File: src/rtl/core/fpqs_pkg.sv
// Shared types and constants for the four-level priority queue scheduler.
// Used by the channel interfaces and by every module in rtl/core.
package fpqs_pkg;

	localparam int NUM_QUEUES = 4;
	localparam int QW         = 2;

	// Queue index of priority level 3, the level that drains completely
	localparam logic [QW-1:0] Q_LEVEL3 = 2'd2;

	typedef enum logic [0:0] {
		OP_ENQ     = 1'b0,
		OP_SERVICE = 1'b1
	} op_e;

	typedef enum logic [2:0] {
		ST_ENQUEUED = 3'd0,
		ST_FULL     = 3'd1,
		ST_BAD_PRIO = 3'd2,
		ST_SERVED   = 3'd3,
		ST_EMPTY    = 3'd4
	} status_e;

	typedef enum logic [0:0] {
		S_IDLE = 1'b0,
		S_READ = 1'b1
	} fsm_e;

	typedef struct packed {
		op_e         op;
		logic [2:0]  priority_req;
		logic [1:0]  display_type;
		logic        refresh_mode;
		logic [7:0]  x_pos;
		logic [7:0]  y_pos;
		logic [15:0] content_handle;
	} req_t;

	typedef struct packed {
		status_e     status;
		logic [2:0]  served_priority;
		logic [1:0]  out_type;
		logic        out_mode;
		logic [7:0]  out_x;
		logic [7:0]  out_y;
		logic [15:0] out_handle;
		logic        switch_refresh;
		logic        last;
	} rsp_t;

	// One stored display request, 35 bits
	typedef struct packed {
		logic [1:0]  dtype;
		logic        mode;
		logic [7:0]  x;
		logic [7:0]  y;
		logic [15:0] handle;
	} entry_t;

	// Pointer file command: one push or one pop per cycle on queue q
	typedef struct packed {
		logic          push;
		logic          pop;
		logic [QW-1:0] q;
	} ptr_cmd_t;

endpackage

File: src/rtl/core/fpqs_req_if.sv
// Request channel: valid/ready handshake carrying one request word.
// Depends on fpqs_pkg for the payload type.
interface fpqs_req_if;
	logic           valid;
	logic           ready;
	fpqs_pkg::req_t data;

	modport source (output valid, output data, input ready);
	modport sink   (input valid, input data, output ready);
endinterface

File: src/rtl/core/fpqs_rsp_if.sv
// Result channel: valid/ready handshake carrying one result word.
// Depends on fpqs_pkg for the payload type.
interface fpqs_rsp_if;
	logic           valid;
	logic           ready;
	fpqs_pkg::rsp_t data;

	modport source (output valid, output data, input ready);
	modport sink   (input valid, input data, output ready);
endinterface

File: src/rtl/core/fpqs_entry_ram.sv
// Entry store: one write port, one read port, registered read data.
// Depends on fpqs_pkg for the entry type.
module fpqs_entry_ram #(
	parameter int AW = 5
) (
	input  logic             clk,
	input  logic             we,
	input  logic [AW-1:0]    waddr,
	input  fpqs_pkg::entry_t wdata,
	input  logic             re,
	input  logic [AW-1:0]    raddr,
	output fpqs_pkg::entry_t rdata
);

	fpqs_pkg::entry_t mem [(1 << AW)];
	fpqs_pkg::entry_t rdata_q;

	// write port
	always_ff @(posedge clk) begin
		if (we) begin
			mem[waddr] <= wdata;
		end
	end

	// read port, data held until the next read
	always_ff @(posedge clk) begin
		if (re) begin
			rdata_q <= mem[raddr];
		end
	end

	assign rdata = rdata_q;

endmodule

File: src/rtl/core/fpqs_ptr_file.sv
// Ring pointers and fill counts of the four queues, with empty/full flags.
// Depends on fpqs_pkg for the command struct.
module fpqs_ptr_file #(
	parameter int QUEUE_DEPTH = 8
) (
	input  logic                               clk,
	input  logic                               arst_n,
	input  fpqs_pkg::ptr_cmd_t                 cmd,
	input  logic [fpqs_pkg::QW-1:0]            q_sel,
	output logic [$clog2(QUEUE_DEPTH)-1:0]     rd_ptr,
	output logic [$clog2(QUEUE_DEPTH)-1:0]     wr_ptr,
	output logic [fpqs_pkg::NUM_QUEUES-1:0]    empty,
	output logic [fpqs_pkg::NUM_QUEUES-1:0]    full
);

	localparam int PW = $clog2(QUEUE_DEPTH);
	localparam int CW = $clog2(QUEUE_DEPTH + 1);
	localparam logic [PW-1:0] PTR_MAX = PW'(QUEUE_DEPTH - 1);
	localparam logic [CW-1:0] CNT_MAX = CW'(QUEUE_DEPTH);

	logic [PW-1:0] rd_ptr_q [fpqs_pkg::NUM_QUEUES];
	logic [PW-1:0] wr_ptr_q [fpqs_pkg::NUM_QUEUES];
	logic [CW-1:0] cnt_q    [fpqs_pkg::NUM_QUEUES];

	// advance pointers and counts on push or pop
	always_ff @(posedge clk or negedge arst_n) begin
		if (!arst_n) begin
			for (int i = 0; i < fpqs_pkg::NUM_QUEUES; i++) begin
				rd_ptr_q[i] <= '0;
				wr_ptr_q[i] <= '0;
				cnt_q[i]    <= '0;
			end
		end else begin
			if (cmd.push) begin
				wr_ptr_q[cmd.q] <= (wr_ptr_q[cmd.q] == PTR_MAX) ? '0 : wr_ptr_q[cmd.q] + 1'b1;
				cnt_q[cmd.q]    <= cnt_q[cmd.q] + 1'b1;
			end else if (cmd.pop) begin
				rd_ptr_q[cmd.q] <= (rd_ptr_q[cmd.q] == PTR_MAX) ? '0 : rd_ptr_q[cmd.q] + 1'b1;
				cnt_q[cmd.q]    <= cnt_q[cmd.q] - 1'b1;
			end
		end
	end

	// flags per queue
	always_comb begin
		for (int i = 0; i < fpqs_pkg::NUM_QUEUES; i++) begin
			empty[i] = (cnt_q[i] == '0);
			full[i]  = (cnt_q[i] == CNT_MAX);
		end
	end

	assign rd_ptr = rd_ptr_q[q_sel];
	assign wr_ptr = wr_ptr_q[q_sel];

endmodule

File: src/rtl/core/four_level_priority_queue_scheduler.sv
// Top level of the four-level strict priority queue scheduler.
// Depends on fpqs_pkg, fpqs_req_if, fpqs_rsp_if, fpqs_entry_ram, fpqs_ptr_file.
//
//   Port   Dir   Handshake      Word
//   req    in    valid/ready    op, priority, type, mode, x, y, handle
//   rsp    out   valid/ready    status, level, entry fields, switch, last
//
// An enqueue's result sits in the output register in the cycle after accept. A service
// reads the entry memory, whose read data is registered; from S_READ its first result
// enters the output register once that register is free. A level 3 drain then yields
// one result per cycle while results are taken, paced by the single memory read port.
// req.ready is low until the last result of the current word is in the output
// register, and low whenever a held result is not taken. Reset clears all queues.
module four_level_priority_queue_scheduler #(
	parameter int QUEUE_DEPTH = 8
) (
	input logic         clk,
	input logic         arst_n,
	fpqs_req_if.sink    req,
	fpqs_rsp_if.source  rsp
);

	localparam int PW = $clog2(QUEUE_DEPTH);
	localparam int AW = fpqs_pkg::QW + PW;

	fpqs_pkg::fsm_e                     state_q, state_d;
	logic [fpqs_pkg::QW-1:0]            qsel_q, qsel_d;
	logic                               first_q, first_d;
	logic                               last_mode_q, last_mode_d;
	logic                               out_vld_q;
	fpqs_pkg::rsp_t                     rsp_q, rsp_d;
	logic                               ld_out;

	fpqs_pkg::ptr_cmd_t                 cmd;
	logic [fpqs_pkg::QW-1:0]            q_sel;
	logic [PW-1:0]                      rd_ptr, wr_ptr;
	logic [fpqs_pkg::NUM_QUEUES-1:0]    empty, full;

	logic                               mem_we, mem_re;
	fpqs_pkg::entry_t                   wdata, rdata;

	logic                               out_free, accept, prio_ok, more;
	logic [fpqs_pkg::QW-1:0]            enq_q, svc_q;

	fpqs_ptr_file #(.QUEUE_DEPTH(QUEUE_DEPTH)) u_ptrs (
		.clk    (clk),
		.arst_n (arst_n),
		.cmd    (cmd),
		.q_sel  (q_sel),
		.rd_ptr (rd_ptr),
		.wr_ptr (wr_ptr),
		.empty  (empty),
		.full   (full)
	);

	fpqs_entry_ram #(.AW(AW)) u_ram (
		.clk   (clk),
		.we    (mem_we),
		.waddr ({q_sel, wr_ptr}),
		.wdata (wdata),
		.re    (mem_re),
		.raddr ({q_sel, rd_ptr}),
		.rdata (rdata)
	);

	// decode the incoming word
	assign out_free = !out_vld_q || rsp.ready;
	assign req.ready = (state_q == fpqs_pkg::S_IDLE) && out_free;
	assign accept = req.valid && req.ready;
	assign prio_ok = req.data.priority_req inside {[3'd1:3'd4]};
	assign enq_q = fpqs_pkg::QW'(req.data.priority_req - 3'd1);
	assign wdata = '{dtype:  req.data.display_type,
	                 mode:   req.data.refresh_mode,
	                 x:      req.data.x_pos,
	                 y:      req.data.y_pos,
	                 handle: req.data.content_handle};

	// pick the highest nonempty level
	always_comb begin
		if (!empty[3]) begin
			svc_q = 2'd3;
		end else if (!empty[2]) begin
			svc_q = 2'd2;
		end else if (!empty[1]) begin
			svc_q = 2'd1;
		end else begin
			svc_q = 2'd0;
		end
	end

	// level 3 keeps draining while entries remain after the last pop
	assign more = (qsel_q == fpqs_pkg::Q_LEVEL3) && !empty[qsel_q];

	always_ff @(posedge clk or negedge arst_n) begin
		if (!arst_n) begin
			state_q     <= fpqs_pkg::S_IDLE;
			qsel_q      <= '0;
			first_q     <= 1'b0;
			last_mode_q <= 1'b0;
		end else begin
			state_q     <= state_d;
			qsel_q      <= qsel_d;
			first_q     <= first_d;
			last_mode_q <= last_mode_d;
		end
	end

	// next state, memory and pointer commands, result word
	always_comb begin
		state_d     = state_q;
		qsel_d      = qsel_q;
		first_d     = first_q;
		last_mode_d = last_mode_q;
		ld_out      = 1'b0;
		rsp_d       = '0;
		rsp_d.last  = 1'b1;
		cmd         = '0;
		mem_we      = 1'b0;
		mem_re      = 1'b0;
		q_sel       = qsel_q;
		case (state_q)
			fpqs_pkg::S_IDLE: begin
				q_sel = (req.data.op == fpqs_pkg::OP_ENQ) ? enq_q : svc_q;
				if (accept) begin
					if (req.data.op == fpqs_pkg::OP_ENQ) begin
						ld_out = 1'b1;
						if (!prio_ok) begin
							rsp_d.status = fpqs_pkg::ST_BAD_PRIO;
						end else if (full[enq_q]) begin
							rsp_d.status = fpqs_pkg::ST_FULL;
						end else begin
							rsp_d.status = fpqs_pkg::ST_ENQUEUED;
							mem_we       = 1'b1;
							cmd.push     = 1'b1;
							cmd.q        = enq_q;
						end
					end else if (&empty) begin
						ld_out       = 1'b1;
						rsp_d.status = fpqs_pkg::ST_EMPTY;
					end else begin
						mem_re  = 1'b1;
						cmd.pop = 1'b1;
						cmd.q   = svc_q;
						qsel_d  = svc_q;
						first_d = 1'b1;
						state_d = fpqs_pkg::S_READ;
					end
				end
			end
			fpqs_pkg::S_READ: begin
				if (out_free) begin
					ld_out                = 1'b1;
					rsp_d.status          = fpqs_pkg::ST_SERVED;
					rsp_d.served_priority = {1'b0, qsel_q} + 3'd1;
					rsp_d.out_type        = rdata.dtype;
					rsp_d.out_mode        = rdata.mode;
					rsp_d.out_x           = rdata.x;
					rsp_d.out_y           = rdata.y;
					rsp_d.out_handle      = rdata.handle;
					rsp_d.switch_refresh  = first_q && (rdata.mode != last_mode_q);
					rsp_d.last            = !more;
					if (first_q) begin
						last_mode_d = rdata.mode;
					end
					first_d = 1'b0;
					if (more) begin
						mem_re  = 1'b1;
						cmd.pop = 1'b1;
						cmd.q   = qsel_q;
					end else begin
						state_d = fpqs_pkg::S_IDLE;
					end
				end
			end
			default: begin
				state_d = fpqs_pkg::S_IDLE;
			end
		endcase
	end

	// output register: load a new word, drop it once taken
	always_ff @(posedge clk or negedge arst_n) begin
		if (!arst_n) begin
			out_vld_q <= 1'b0;
		end else if (ld_out) begin
			out_vld_q <= 1'b1;
		end else if (rsp.ready) begin
			out_vld_q <= 1'b0;
		end
	end

	always_ff @(posedge clk) begin
		if (ld_out) begin
			rsp_q <= rsp_d;
		end
	end

	assign rsp.valid = out_vld_q;
	assign rsp.data  = rsp_q;

	// a new word only enters while no earlier one is still in flight
	a_accept_idle: assert property (@(posedge clk) disable iff (!arst_n)
		req.valid && req.ready |-> state_q == fpqs_pkg::S_IDLE)
		else $error("request accepted during a service read");

	// switch flag only ever rides on a served entry
	a_switch_served: assert property (@(posedge clk) disable iff (!arst_n)
		out_vld_q && rsp_q.switch_refresh |-> rsp_q.status == fpqs_pkg::ST_SERVED)
		else $error("switch_refresh on a result without an entry");

	// only level 3 gives more than one result
	a_single_pop: assert property (@(posedge clk) disable iff (!arst_n)
		out_vld_q && rsp_q.status == fpqs_pkg::ST_SERVED && rsp_q.served_priority != 3'd3
		|-> rsp_q.last)
		else $error("non-drain level served without last");

	// the output register is never overwritten while a word is held
	a_no_overwrite: assert property (@(posedge clk) disable iff (!arst_n)
		out_vld_q && !rsp.ready |-> !ld_out)
		else $error("held result overwritten");

endmodule

File: src/flat_wrapper.sv
// flat-port wrapper written by rule: the top's interface ports become plain ports
module four_level_priority_queue_scheduler_flat 
#(
	parameter int QUEUE_DEPTH = 8
)
  (clk, arst_n, req_valid, req_data, req_ready, rsp_valid, rsp_data, rsp_ready);
  fpqs_req_if req_i ();
  fpqs_rsp_if rsp_i ();
  input logic clk;
  input logic arst_n;
  input wire logic [$bits(req_i.valid)-1:0] req_valid;
  input wire logic [$bits(req_i.data)-1:0] req_data;
  output wire logic [$bits(req_i.ready)-1:0] req_ready;
  output wire logic [$bits(rsp_i.valid)-1:0] rsp_valid;
  output wire logic [$bits(rsp_i.data)-1:0] rsp_data;
  input wire logic [$bits(rsp_i.ready)-1:0] rsp_ready;
  assign req_i.valid = req_valid;
  assign req_i.data = req_data;
  assign req_ready = req_i.ready;
  assign rsp_valid = rsp_i.valid;
  assign rsp_data = rsp_i.data;
  assign rsp_i.ready = rsp_ready;
  four_level_priority_queue_scheduler #(.QUEUE_DEPTH(QUEUE_DEPTH)) u_core (.clk(clk), .arst_n(arst_n), .req(req_i), .rsp(rsp_i));
endmodule
File: config.mk
export PLATFORM = sky130hd
export DESIGN_NAME = four_level_priority_queue_scheduler_flat
export DESIGN_NICKNAME = d
export VERILOG_FILES = /design/src/rtl/core/fpqs_pkg.sv /design/src/rtl/core/fpqs_req_if.sv /design/src/rtl/core/fpqs_rsp_if.sv /design/src/rtl/core/fpqs_entry_ram.sv /design/src/rtl/core/fpqs_ptr_file.sv /design/src/rtl/core/four_level_priority_queue_scheduler.sv /design/src/flat_wrapper.sv
export SDC_FILE = /design/constraint.sdc
export NUM_CORES = 2
export LEC_CHECK = 0
export BUFFER_PORTS_ARGS = -buffer_cell sky130_fd_sc_hd__buf_4
export CAP_MARGIN = 20
export CORE_MARGIN = 1
export CORE_UTILIZATION = 55
export DETAILED_ROUTE_END_ITERATION = 16
export PLACE_DENSITY = 0.76
export SLEW_MARGIN = 20
export SYNTH_ARGS = -nofsm -noshare
export SYNTH_HDL_FRONTEND = slang
export SYNTH_SLANG_ARGS = --single-unit
File: constraint.sdc
create_clock -name clk -period 6.03 [get_ports clk]
set_input_delay 0.3015 -clock clk [delete_from_list [all_inputs] [get_ports clk]]
set_output_delay 0.3015 -clock clk [all_outputs]
set_load 0.02 [all_outputs]
==> summary.md <==
| Metric | Value |
|---|---|
| Status | finished clean |
| Crit end category | flop |
| Placeable core area | approximately 87000 µm² |
| Library cells used by synthesis | 61 |
| Overall Power | 27.7 mW |
| Startpoint types | flop |
| TritonCTS Buffers | ~120 |
| Hold Slack | between 30 and 40 ps |
| VDD IR-drop max | approximately 0.0013 V |
| FMAX | between 0.2 and 0.25 GHz |
| Largest net degree at the start of global routing | 128 |
| Post-DP HPWL | about 66000 µm |
| Crit path time final | 4890 ps |
| GRT Total Usage | between 20 and 30% |
| Leakage power | around 19 nW |
| DRC viols | 0 |
| Vias in the first global route | 27103 |
| Syn-to-layout area delta | 13.1% |
| CP Data Required Time | roughly 6400 ps |
| Sequential area share after synthesis | 77.0% |
| WL final | about 120000 µm |
| Postcts setup bufs | 0 |
| Clk sinks | 1244 |
| Final Slew Violations | 0 |
| Metal3 WL | between 10000 and 15000 µm |
| Syn Area/Cell | 16.9 µm² |
| Clk_skew | ~38 ps |
| RSZ-0062 raised after global routing | no |
| Drt wl/cell | slightly below 30 µm |
| Setup tns final | 0 ps |
| Global-route wire length before repair | 177000 µm |
| Comb power frac | 35.7% |
| Post-Route M1 WL | 45400 µm |
| Worst-margin pin slew | between 1000 and 1500 ps |
| Mapped Cells | approximately 2900 |
| GPL Wtd Cong | around 0.9 |
| Core Util, Final | a little over three fifths |
| Final setup viols | 0 |
| Post-CTS sizing | 0 |
| Share of cells above drive strength 1 | between 10% and 20% |
| Initial Util | 55.6% |
| Cell area after synthesis | between 40000 and 50000 µm² |
| Top sig layer | met5 |
| Min-Delay Path Class | in -> reg |
| Cells after DPL | roughly 4000 |
| DR vias/cell | between 6 and 7 |
| Setup WS post-layout | around 1100 ps |
| CP Cell Sequence | nor4_2 > nand2b_2 > a31o_1 > mux2_8 > nand2_2 > buf_4 > o22ai_1 > nor4_1 > nand3_1 |
| EDFF count, synth | ~1200 |
| Congestion Overflow GR | 0 |
| Sw frac | 35.2% |
| Area of the die | 88900 µm² |
| Fin. Hold Viols | 0 |
| Yosys warns | 0 |
| CTS tree | yes |
| R2R Setup Slk | ~1100 ps |
| Insertion delay of the later-clocked pin in the worst-skew pair | 710 ps |
| Die Ht | approximately 300 µm |
| Post-route antenna net violation count | 0 |
| Top Family by Delay on Critical Path | simple AND/OR/NAND/NOR gates |
| Final Non-Filler Cells | between 4000 and 5000 |
| Max incr delay on CP | roughly 700 ps |
| Die Wd | roughly 300 µm |
| Max_cap viols | 0 |
| Dpl ws | roughly 1200 ps |
| Total internal power | roughly 18 mW |
| Post-route cell area | 54500 µm² |
| Deepest clock path buffer count | 3 |
| Share of power burned in registers | a little under two fifths |
| Slowest library cell on the worst path | nor4_1 |
| Worst EP arrival | 5260 ps |
| Routed wl met2 | 59900 µm |
| CTS root buffer | clkbuf_16 |
| Final nets | roughly 3100 |
| Setup CP Type | reg -> reg |
| Top Ports | just under 90 |
| Fin crit share | around 81% |
| P per Cell Area | roughly 510 nW/µm² |
| Crit Path Max Fanout | 70 |
| # port buffers | 87 |
| Synth Flop Type | edfxtp_1 |
| Placed cell area | 50400 µm² |
| Post-Syn Nets | ~2900 |
| Initial DRC count | 3783 |
| DRT Pass-1 Iters | 6 |
| Synth Register Bits | 1244 |
| H-tree Lvls | 3 |
| Row count | 108 |
| Vias | around 28000 |
| Net Switching | approximately 10 mW |
| WP buf/inv | 1 |
| Initial antenna violation count | 2 |
| Clk slew on worst S/H paths | roughly 60 ps |
| Ys async rst share | under 10% |
| Slew HR | between 20% and 30% |
| Clock power share | between 20% and 30% |
==> layout by cell type, fill, tap and decap left out, types with 25 or more instances in the layout <==
master	n
nor2_1	26
buf_4	148
mux4_2	36
o22ai_1	139
a32oi_1	34
nand2_1	348
nand3_1	152
a221oi_1	35
clkbuf_16	118
dlygate4sd3_1	26
nor2_4	25
mux2i_1	328
and3_1	45
dfrtp_1	46
a22oi_1	36
clkinv_1	28
mux2_2	28
nor4_1	37
a31oi_1	42
edfxtp_1	1198
==> final timing paths <==
kind | start | end | cells after the start
max | u_core.u_ptrs.cnt_q[9] | u_core.u_ram.rdata[21] | 9
min | req_data[6] | u_core.u_ram.mem[2][6] | 1
max reg2reg | u_core.u_ptrs.cnt_q[9] | u_core.u_ram.rdata[21] | 9
min reg2reg | u_core.u_ptrs.rd_ptr_q[5] | u_core.u_ptrs.rd_ptr_q[5] | 1
max in group asynchronous | arst_n | u_core.u_ptrs.rd_ptr_q[4] | 2
min in group asynchronous | arst_n | u_core.state_q | 2
==> power groups by stage <==
stage,clock network (mW),registers (mW),logic (mW)
floorplan,0,10.6,6.93
global placement,0,10.6,9.39
detailed placement,0,10.6,9.65
CTS,7.40,10.5,9.73
global route,7.71,10.5,10.4
finish,7.35,10.5,9.88
==> cell usage after synthesis, drive strengths merged, types with 4 or more instances <==
| master | number | share of area [%] |
|---|---|---|
| clkbuf | 58 | 0.45 |
| mux4 | 36 | 1.7 |
| a32oi | 34 | 0.62 |
| nor4 | 41 | 0.62 |
| ha | 10 | 0.26 |
| inv | 11 | 0.086 |
| mux2i | 330 | 6.8 |
| buf | 99 | 1.4 |
| a22oi | 36 | 0.56 |
| nor2 | 51 | 0.41 |
| o21a | 4 | 0.062 |
| o21ai | 18 | 0.19 |
| nand4 | 6 | 0.078 |
| nand3 | 156 | 1.6 |
| xnor2 | 8 | 0.15 |
| and3 | 46 | 0.60 |
| a221oi | 35 | 0.64 |
| mux2 | 29 | 0.68 |
| o22ai | 139 | 1.8 |
| a31oi | 42 | 0.54 |
| nand2 | 352 | 2.7 |
| and2 | 6 | 0.083 |
| dfrtp | 46 | 2.4 |
| nor3 | 17 | 0.19 |
| nor2b | 4 | 0.052 |
| edfxtp | 1198 | 75 |
| a21oi | 18 | 0.21 |
| nand2b | 4 | 0.057 |
==> final cells by class <==
class | count | area, µm²
inverters | 11 | 41.3
well taps | 1155 | 1450
fillers | 5863 | 32200
clock buffers | 137 | 3020
diodes | 1 | 2.50
multi-input cells | 1447 | 10500
clock inverters | 78 | 827
repair buffers | 183 | 1550
flip-flops and latches | 1244 | 37100
==> routing by layer <==
metal / GRT usage, % / vias to the layer above
li1: - / 11605
met1: 36.8 / 13938
met2: 45.1 / 1912
met3: 4.86 / 321
met4: 10.3 / 4
met5: 0 / -
==> flip-flops by register name (all words and copies together), names as in the netlist <==
register,count
u_core.first_q,1
u_core.last_mode_q,1
u_core.qsel_q,2
u_core.rsp.data,43
u_core.rsp.valid,1
u_core.state_q,1
u_core.u_ptrs.cnt_q,16
u_core.u_ptrs.rd_ptr_q,12
u_core.u_ptrs.wr_ptr_q,12
u_core.u_ram.mem,1120
u_core.u_ram.rdata,35
==> cell families after synthesis <==
group / share of synthesized area [%]
xor gates and xnor gates: 0.145
buffers and inverters: 1.91
AOI/OAI and AO/OA: 4.91
and+or+nand+nor: 6.59
DFF: 77.0
muxes: 9.21
adders and majority gates: 0.259
==> repair_timing <==
action | 4_1_cts | 5_1_grt
endpoints found under the hold margin | 539 | 0
hold buffers | 26 | 0
endpoints found under the setup margin | 0 | 0
Note: power is estimated with default switching activity, not from simulation.
